===== src/rtl/psaw_pkg.sv =====
package psaw_pkg;

  localparam int unsigned HistDepth = 32;
  localparam int unsigned WinW      = HistDepth;
  localparam int unsigned IdxW      = (HistDepth > 1) ? $clog2(HistDepth) : 1;

  localparam logic [15:0] HalfRange = 16'h8000;
  localparam logic [15:0] NoAck     = 16'hFFFF;

  localparam int unsigned InDataW  = 112;
  localparam int unsigned InUserW  = 2;
  localparam int unsigned OutDataW = 104;

  typedef enum logic [1:0] {
    CMD_SEND  = 2'd0,
    CMD_RECV  = 2'd1,
    CMD_QUERY = 2'd2
  } cmd_e;

  typedef struct packed {
    logic [1:0]  cmd;
    logic [31:0] rx_protocol;
    logic [15:0] rx_sequence;
    logic [15:0] rx_ack;
    logic [31:0] rx_ack_bits;
    logic [15:0] query_sequence;
  } item_t;

  typedef struct packed {
    logic [31:0] tx_protocol;
    logic [15:0] tx_sequence;
    logic [15:0] tx_ack;
    logic [31:0] tx_ack_bits;
    logic        accepted;
    logic        is_acked;
  } result_t;

  // a newer than b by half-range order, exactly half range only when a is larger
  function automatic logic seq_after(logic [15:0] a, logic [15:0] b);
    logic [15:0] diff;
    diff = a - b;
    return ((diff != 16'd0) && (diff < HalfRange)) || ((diff == HalfRange) && (a > b));
  endfunction

  // shift a window forward by d (nonzero) and mark the old newest
  function automatic logic [WinW-1:0] seq_advance(logic [WinW-1:0] mask, logic [15:0] d);
    logic [IdxW-1:0] sh;
    sh = d[IdxW-1:0];
    if (d >= 16'(HistDepth)) begin
      return '0;
    end
    return (mask << sh) | (WinW'(1) << (sh - IdxW'(1)));
  endfunction

endpackage


===== src/rtl/psaw_core.sv =====
module psaw_core (
  input  logic              clk_i,
  input  logic              rst_ni,
  input  logic              step_i,
  input  psaw_pkg::item_t   item_i,
  input  logic [31:0]       protocol_id_i,
  output psaw_pkg::result_t result_o
);
  import psaw_pkg::*;

  logic [15:0]     next_tx_seq_q, next_tx_seq_d;
  logic [15:0]     remote_newest_q, remote_newest_d;
  logic [WinW-1:0] received_mask_q, received_mask_d;
  logic            remote_seen_q, remote_seen_d;
  logic [15:0]     peer_newest_q, peer_newest_d;
  logic [WinW-1:0] peer_mask_q, peer_mask_d;
  logic            peer_seen_q, peer_seen_d;

  logic [WinW-1:0] bits;
  logic [15:0]     ack_dist;
  logic [15:0]     rx_dist;
  logic [15:0]     rx_behind;
  logic [IdxW-1:0] rx_idx;
  logic [15:0]     q_behind;
  logic [IdxW-1:0] q_idx;
  logic            q_hit;

  assign bits      = item_i.rx_ack_bits[WinW-1:0];
  assign ack_dist  = item_i.rx_ack - peer_newest_q;
  assign rx_dist   = item_i.rx_sequence - remote_newest_q;
  assign rx_behind = remote_newest_q - item_i.rx_sequence;
  assign rx_idx    = IdxW'(rx_behind - 16'd1);
  assign q_behind  = peer_newest_q - item_i.query_sequence;
  assign q_idx     = IdxW'(q_behind - 16'd1);

  always_comb begin
    if (!peer_seen_q) begin
      q_hit = 1'b0;
    end else if (item_i.query_sequence == peer_newest_q) begin
      q_hit = 1'b1;
    end else if (seq_after(item_i.query_sequence, peer_newest_q)) begin
      q_hit = 1'b0;
    end else if (q_behind > 16'(HistDepth)) begin
      q_hit = 1'b0;
    end else begin
      q_hit = peer_mask_q[q_idx];
    end
  end

  always_comb begin
    next_tx_seq_d   = next_tx_seq_q;
    remote_newest_d = remote_newest_q;
    received_mask_d = received_mask_q;
    remote_seen_d   = remote_seen_q;
    peer_newest_d   = peer_newest_q;
    peer_mask_d     = peer_mask_q;
    peer_seen_d     = peer_seen_q;
    result_o        = '0;

    case (cmd_e'(item_i.cmd))
      CMD_SEND: begin
        result_o.tx_protocol = protocol_id_i;
        result_o.tx_sequence = next_tx_seq_q;
        result_o.tx_ack      = remote_seen_q ? remote_newest_q : NoAck;
        result_o.tx_ack_bits = remote_seen_q ? 32'(received_mask_q) : 32'd0;
        next_tx_seq_d        = next_tx_seq_q + 16'd1;
      end
      CMD_RECV: begin
        if (item_i.rx_protocol == protocol_id_i) begin
          // peer acks into the acked window
          if ((item_i.rx_ack != NoAck) || (item_i.rx_ack_bits != 32'd0)) begin
            if (!peer_seen_q) begin
              peer_newest_d = item_i.rx_ack;
              peer_mask_d   = bits;
              peer_seen_d   = 1'b1;
            end else if (seq_after(item_i.rx_ack, peer_newest_q)) begin
              peer_mask_d   = seq_advance(peer_mask_q, ack_dist) | bits;
              peer_newest_d = item_i.rx_ack;
            end else begin
              peer_mask_d = peer_mask_q | bits;
            end
          end
          // packet sequence into the receive window
          if (!remote_seen_q) begin
            remote_newest_d   = item_i.rx_sequence;
            received_mask_d   = '0;
            remote_seen_d     = 1'b1;
            result_o.accepted = 1'b1;
          end else if (item_i.rx_sequence == remote_newest_q) begin
            result_o.accepted = 1'b0;
          end else if (seq_after(item_i.rx_sequence, remote_newest_q)) begin
            received_mask_d   = seq_advance(received_mask_q, rx_dist);
            remote_newest_d   = item_i.rx_sequence;
            result_o.accepted = 1'b1;
          end else if (rx_behind > 16'(HistDepth)) begin
            result_o.accepted = 1'b0;
          end else if (received_mask_q[rx_idx]) begin
            result_o.accepted = 1'b0;
          end else begin
            received_mask_d         = received_mask_q;
            received_mask_d[rx_idx] = 1'b1;
            result_o.accepted       = 1'b1;
          end
        end
      end
      CMD_QUERY: begin
        result_o.is_acked = q_hit;
      end
      default: begin
        result_o = '0;
      end
    endcase
  end

  always_ff @(posedge clk_i or negedge rst_ni) begin
    if (!rst_ni) begin
      next_tx_seq_q   <= '0;
      remote_newest_q <= '0;
      received_mask_q <= '0;
      remote_seen_q   <= 1'b0;
      peer_newest_q   <= '0;
      peer_mask_q     <= '0;
      peer_seen_q     <= 1'b0;
    end else if (step_i) begin
      next_tx_seq_q   <= next_tx_seq_d;
      remote_newest_q <= remote_newest_d;
      received_mask_q <= received_mask_d;
      remote_seen_q   <= remote_seen_d;
      peer_newest_q   <= peer_newest_d;
      peer_mask_q     <= peer_mask_d;
      peer_seen_q     <= peer_seen_d;
    end
  end

`ifndef NO_ASSERTIONS
  a_peer_seen_sticky: assert property (@(posedge clk_i) disable iff (!rst_ni)
    !$fell(peer_seen_q))
    else $error("peer ack window lost its seen flag");

  a_remote_seen_sticky: assert property (@(posedge clk_i) disable iff (!rst_ni)
    !$fell(remote_seen_q))
    else $error("receive window lost its seen flag");

  a_send_counts: assert property (@(posedge clk_i) disable iff (!rst_ni)
    (step_i && (item_i.cmd == CMD_SEND)) |=> (next_tx_seq_q == $past(next_tx_seq_q) + 16'd1))
    else $error("send counter did not advance");
`endif

endmodule


===== src/rtl/packet_seq_ack_window.sv =====
// Sequence and ack tracking for one side of a packet link.
// s_axis carries one command item: tuser is the command (send, receive,
// query), tdata the received header fields and the query sequence.
// m_axis returns exactly one result item for each command item; fields a
// command does not use are zero, and an unknown command gives all zero.
// cfg_* writes the protocol id and is always ready. The user writes it only
// while no item is in flight; the block itself does not enforce this.
// An item taken from s_axis sits in the input register and moves to the
// result register once the result register is empty or m_axis takes the
// result it holds; the result is then on m_axis. One item is taken per
// cycle while m_axis does not stall; the state update is a single pass of
// compare, subtract and shift logic between those two registers.
// When m_axis stalls, the result register holds and the input register
// still takes one more item if it is empty before s_axis_tready drops.
// Reset clears both windows, the send counter and the protocol id; before
// any arrival a send header carries ack 0xFFFF and an empty mask.
module packet_seq_ack_window (
  input  logic                          clk_i,
  input  logic                          rst_ni,
  input  logic                          s_axis_tvalid,
  output logic                          s_axis_tready,
  // rx_protocol, rx_sequence, rx_ack, rx_ack_bits, query_sequence
  input  logic [psaw_pkg::InDataW-1:0]  s_axis_tdata,
  // cmd
  input  logic [psaw_pkg::InUserW-1:0]  s_axis_tuser,
  output logic                          m_axis_tvalid,
  input  logic                          m_axis_tready,
  // tx_protocol, tx_sequence, tx_ack, tx_ack_bits, accepted, is_acked, zero pad
  output logic [psaw_pkg::OutDataW-1:0] m_axis_tdata,
  input  logic                          cfg_valid_i,
  output logic                          cfg_ready_o,
  input  logic [31:0]                   cfg_data_i
);
  import psaw_pkg::*;

  logic        in_vld_q, in_vld_d;
  item_t       in_item_q;
  logic        out_vld_q, out_vld_d;
  result_t     out_res_q;
  result_t     core_res;
  logic [31:0] protocol_id_q;
  logic        advance;
  logic        in_take;

  assign advance       = !out_vld_q || m_axis_tready;
  assign s_axis_tready = !in_vld_q || advance;
  assign in_take       = s_axis_tvalid && s_axis_tready;
  assign cfg_ready_o   = 1'b1;

  assign in_vld_d  = in_take || (in_vld_q && !advance);
  assign out_vld_d = advance ? in_vld_q : out_vld_q;

  psaw_core u_core (
    .clk_i         (clk_i),
    .rst_ni        (rst_ni),
    .step_i        (in_vld_q && advance),
    .item_i        (in_item_q),
    .protocol_id_i (protocol_id_q),
    .result_o      (core_res)
  );

  always_ff @(posedge clk_i or negedge rst_ni) begin
    if (!rst_ni) begin
      in_vld_q      <= 1'b0;
      out_vld_q     <= 1'b0;
      protocol_id_q <= '0;
    end else begin
      in_vld_q  <= in_vld_d;
      out_vld_q <= out_vld_d;
      if (cfg_valid_i) begin
        protocol_id_q <= cfg_data_i;
      end
    end
  end

  always_ff @(posedge clk_i) begin
    if (in_take) begin
      in_item_q.cmd            <= s_axis_tuser[1:0];
      in_item_q.rx_protocol    <= s_axis_tdata[31:0];
      in_item_q.rx_sequence    <= s_axis_tdata[47:32];
      in_item_q.rx_ack         <= s_axis_tdata[63:48];
      in_item_q.rx_ack_bits    <= s_axis_tdata[95:64];
      in_item_q.query_sequence <= s_axis_tdata[111:96];
    end
    if (advance && in_vld_q) begin
      out_res_q <= core_res;
    end
  end

  assign m_axis_tvalid        = out_vld_q;
  assign m_axis_tdata[31:0]   = out_res_q.tx_protocol;
  assign m_axis_tdata[47:32]  = out_res_q.tx_sequence;
  assign m_axis_tdata[63:48]  = out_res_q.tx_ack;
  assign m_axis_tdata[95:64]  = out_res_q.tx_ack_bits;
  assign m_axis_tdata[96]     = out_res_q.accepted;
  assign m_axis_tdata[97]     = out_res_q.is_acked;
  assign m_axis_tdata[103:98] = '0;

`ifndef NO_ASSERTIONS
  a_empty_stage_ready: assert property (@(posedge clk_i) disable iff (!rst_ni)
    !in_vld_q |-> s_axis_tready)
    else $error("input register empty but not ready");

  a_result_from_item: assert property (@(posedge clk_i) disable iff (!rst_ni)
    $rose(m_axis_tvalid) |-> $past(in_vld_q))
    else $error("result appeared without an item in the input register");

  a_one_flag: assert property (@(posedge clk_i) disable iff (!rst_ni)
    m_axis_tvalid |-> !(out_res_q.accepted && out_res_q.is_acked))
    else $error("accepted and is_acked both set");

  a_stall_keeps_item: assert property (@(posedge clk_i) disable iff (!rst_ni)
    (in_vld_q && !advance) |=> in_vld_q)
    else $error("pending item dropped during stall");
`endif

endmodule


===== config.mk =====
export PLATFORM = sky130hd
export DESIGN_NAME = packet_seq_ack_window
export DESIGN_NICKNAME = d
export VERILOG_FILES = /design/src/rtl/psaw_pkg.sv /design/src/rtl/psaw_core.sv /design/src/rtl/packet_seq_ack_window.sv
export SDC_FILE = /design/constraint.sdc
export NUM_CORES = 1
export LEC_CHECK = 0
export ABC_CLOCK_PERIOD_IN_PS = 4050
export BUFFER_PORTS_ARGS = -buffer_cell sky130_fd_sc_hd__buf_4
export CORE_MARGIN = 2
export CORE_UTILIZATION = 38
export CTS_BUF_LIST = sky130_fd_sc_hd__clkbuf_4
export CTS_CLUSTER_SIZE = 12
export DETAILED_ROUTE_END_ITERATION = 10
export HOLD_SLACK_MARGIN = 0.12
export PLACE_DENSITY_LB_ADDON = 0.12
export SETUP_SLACK_MARGIN = 0.5
export SLEW_MARGIN = 20
export SYNTH_ARGS = -nofsm -noshare
export SYNTH_HDL_FRONTEND = slang
export SYNTH_SLANG_ARGS = --single-unit

===== constraint.sdc =====
create_clock -name clk_i -period 4.05 [get_ports clk_i]
set_clock_uncertainty 0.05 [all_clocks]
set_input_delay 0.2025 -clock clk_i [delete_from_list [all_inputs] [get_ports clk_i]]
set_output_delay 0.2025 -clock clk_i [all_outputs]
set_load 0.02 [all_outputs]

==> results.rst <==
.. list-table::
   :header-rows: 1

   * - Metric
     - Value
   * - Run status
     - complete, no violations
   * - Hold_ws
     - 374 ps
   * - Flop and latch count out of synthesis
     - 360
   * - Length in cells of the worst reg-to-reg path
     - 12
   * - Total negative slack
     - 0 ps
   * - DRC viols
     - 0
   * - Post-route ant nets
     - 0
   * - Maximum root-to-sink buffer count
     - 3
   * - Maximum number of pins on one net before global-route repair
     - 77
   * - Final Total Pwr
     - 0.0102 W
   * - Clock transition at the registers of the reported paths
     - 70 ps
   * - Signal arrival time at the worst endpoint
     - 4280 ps
   * - Total length of routed wires
     - 79.0 mm
   * - Post-synth design cell area
     - 0.0228 mm^2
   * - Iteration-0 DRC count of the detailed router
     - 1,614
   * - Final setup margin
     - 453 ps
   * - Combinational share of power
     - 22.6%
   * - Number of top-level pins
     - 258
   * - Switching Fraction
     - 30.3%
   * - Total of fill cells in the finished design
     - 5,125
   * - Overall overflow remaining after global route
     - 0
   * - Switching power of the nets
     - 0.00311 W
   * - Hold/Removal Path Class
     - in -> reg
   * - Cell count after synthesis
     - 2,188
   * - First-pass GRT wire length
     - 120 mm
   * - Count of nets after finishing
     - 3,096
   * - Latest clock arrival within the worst-skew pair
     - 900 ps
   * - Total Die Area
     - 0.0619 mm^2
   * - DR pass1 iterations
     - 6
   * - Flip-flop and latch area
     - 0.0101 mm^2
   * - Internal Power
     - 0.00714 W
   * - Width of the chip
     - 249 um
   * - Top-area cell type share of the netlist area
     - 28.0%
   * - Power per standard cell area
     - 319 mW/mm^2
   * - Top FF cell, synth
     - sky130_fd_sc_hd__edfxtp_1
   * - Capturing element type of the critical path
     - flip-flop
   * - Chip height
     - 249 um
   * - F_max
     - 278 MHz
   * - Vias in the first global route
     - 20,700
   * - Master cell of the clock root buffer
     - sky130_fd_sc_hd__clkbuf_4
   * - Worst setup path class
     - reg -> reg
   * - Num CTS Buffers
     - 102
   * - Unrepaired setup endpoints after global routing
     - yes
   * - Port Buffers
     - 250
   * - Final period util
     - 88.8%
   * - Via-per-instance ratio
     - 5.57
   * - Number of standard-cell rows in the floorplan
     - 89
   * - Count of endpoints failing setup in the final report
     - 0
   * - Mean cell area of the mapped netlist
     - 10.4 um^2
   * - Via count
     - 20,700
   * - Cell types occupying the most area after synthesis
     - sky130_fd_sc_hd__edfxtp_1, sky130_fd_sc_hd__dfrtp_1, sky130_fd_sc_hd__mux4_2
   * - List of most frequent post-synthesis cells
     - sky130_fd_sc_hd__edfxtp_1, sky130_fd_sc_hd__nand2_1, sky130_fd_sc_hd__dfrtp_1
   * - Multi-input gate area
     - 0.0128 mm^2
   * - Clock network power share
     - 35.7%
   * - H-tree levels
     - 3
   * - Share of power burned in registers
     - 41.8%
   * - Cell with the most instances after synthesis
     - sky130_fd_sc_hd__edfxtp_1
   * - Synthesis Warnings
     - 0
   * - Post-synth EDFFs
     - 212
   * - Area growth from synthesis to layout
     - 41.0%
   * - Max-slew violation total from the final report
     - 0
   * - Critical path peak fanout
     - 26
   * - DP Wirelength
     - 53.0 mm
   * - Final weighted congestion in routability-driven placement
     - 0.922
   * - Aggregate global-route resource usage
     - 24.6%
   * - Antenna violations before repair
     - 2
   * - Number of violations of the max-capacitance limit
     - 0
   * - Hold Path Stages
     - 3
   * - Area of the core
     - 0.0591 mm^2
   * - Worst Path Required
     - 4740 ps
   * - Clock period minus final worst setup slack
     - 3600 ps
   * - Leakage component of the power
     - 13.4 nW
   * - Library cells used by synthesis
     - 89
   * - Dpl ws
     - 157 ps
   * - Worst setup SP type
     - flip-flop
   * - Clock tree from TritonCTS
     - built
   * - Max IR drop VDD
     - 253 uV
   * - Starting density of the core
     - 38.5%
   * - Core occupancy in the finished layout
     - 54.3%
   * - Clk sinks
     - 360
   * - Leading area contributor after synthesis
     - sky130_fd_sc_hd__edfxtp_1
   * - Count of final hold-check violations
     - 0
   * - Slew at the pin closest to its max-slew limit
     - 961 ps
   * - Share of flip-flops with an asynchronous set or reset after synthesis
     - 41.1%
   * - Portion of the post-synthesis area used by sequential elements
     - 44.2%
   * - Relative slew margins
     - 35.8%
   * - Share of final-layout standard cells stronger than drive strength 1
     - 28.7%
   * - Wirelength per Cell
     - 21.3 um
[power by group through the flow]
| stage | Sequential, W | Combinational [W] | Clock, W |
|---|---|---|---|
| after detailed placement | 0.00435 | 0.00187 | 0 |
| after global routing | 0.00430 | 0.00248 | 0.00399 |
| after CTS | 0.00428 | 0.00220 | 0.00376 |
| after global placement | 0.00435 | 0.00186 | 0 |
| final | 0.00428 | 0.00231 | 0.00365 |
| after floorplan | 0.00440 | 0.00108 | 0 |
[cell usage in the layout, fill, tap and decap left out, drive strengths merged, types with 32 or more instances in the layout]
master | synthesis | layout
nor2 | 140 | 140
mux2i | 91 | 91
o32ai | 32 | 32
buf | 47 | 367
nand4 | 35 | 35
dfrtp | 148 | 148
mux4 | 54 | 54
o21ai | 101 | 101
dlygate4sd3 | 0 | 331
inv | 113 | 116
and3 | 61 | 61
edfxtp | 212 | 212
xnor2 | 64 | 64
nand2 | 156 | 156
ha | 85 | 85
mux2 | 63 | 63
clkbuf | 98 | 170
a21oi | 130 | 130
nor3 | 65 | 65
and2 | 75 | 75
[metal layers]
layer	track usage, %	vias up	part of all wire [%]
met4	8.03	0	2.5
met5	0	-	0
li1	-	9545	-
met1	32.8	10200	43
met2	41.2	800	49
met3	3.74	144	5.9
[kinds of logic (layout without fill, tap and decap cells)]
| kind of cell | count (synthesis) | after routing | share of synthesized area, % |
|---|---|---|---|
| other | 2 | 9 | 0.0330 |
| muxes | 208 | 208 | 12.5 |
| buffers and inverters | 258 | 1008 | 4.51 |
| adders and majority gates | 89 | 89 | 5.02 |
| DFF | 360 | 360 | 44.2 |
| and+or+nand+nor | 668 | 668 | 15.0 |
| AOI/OAI and AO/OA | 506 | 506 | 14.9 |
| xor gates and xnor gates | 97 | 97 | 3.85 |
[flip-flops by register name, indices dropped and copies added, names as in the netlist]
signal	cells
in_vld_q	1
u_core.peer_mask_q	32
m_axis_tdata	98
u_core.peer_newest_q	16
u_core.remote_newest_q	16
u_core.remote_seen_q	1
u_core.received_mask_q	32
in_item_q	114
u_core.next_tx_seq_q	16
u_core.peer_seen_q	1
m_axis_tvalid	1
protocol_id_q	32
[worst max-delay path: stages, from the launching register on]
cell and delay [ps]:
sky130_fd_sc_hd__edfxtp_1 410, sky130_fd_sc_hd__inv_1 80, sky130_fd_sc_hd__ha_2 180, sky130_fd_sc_hd__inv_2 40, sky130_fd_sc_hd__fa_2 690, sky130_fd_sc_hd__buf_12 240, sky130_fd_sc_hd__mux4_2 560, sky130_fd_sc_hd__mux2i_1 380
sky130_fd_sc_hd__mux2i_1 200, sky130_fd_sc_hd__mux2i_1 260, sky130_fd_sc_hd__o31ai_1 130, sky130_fd_sc_hd__o32ai_1 150, sky130_fd_sc_hd__nor2_1 60
[area by class of cell]
class                      instances  area share [%]
multi-input combinational       1575            39.8
sequential                       360            31.4
timing repair buffer             704            20.1
clock buffer                     166            3.88
tap                              773            3.01
inverter                         113            1.34
clock inverter                    25           0.499
antenna                            2          0.0156
[through the flow]
| step | area (um^2) | instances |
|---|---|---|
| 2_1_floorplan | 22800 | 2193 |
| 3_3_place_gp | 25800 | 3148 |
| 3_5_place_dp | 25800 | 3148 |
| 4_1_cts | 31100 | 3691 |
| 5_1_grt | 32100 | 3718 |
| 6_report | 32100 | 3718 |
[repair_timing]
action                                  CTS  global route
gates cloned                              3             5
endpoints found under the hold margin   339             0
pin swaps                                24            30
endpoints found under the setup margin   71            97
gates resized for setup                  61           146
setup buffers                            17            20
hold buffers                            332             0
[worst paths after layout]
path	from	slack [ps]	to
min reg2reg	u_core.next_tx_seq_q[15]	430	u_core.next_tx_seq_q[15]
max in group asynchronous	rst_ni	3050	protocol_id_q[30]
min	cfg_valid_i	370	protocol_id_q[29]
min in group asynchronous	rst_ni	410	u_core.remote_newest_q[2]
max	in_item_q[64]	450	u_core.received_mask_q[30]
max reg2reg	in_item_q[64]	450	u_core.received_mask_q[30]
(Power assumes the default switching activity.)
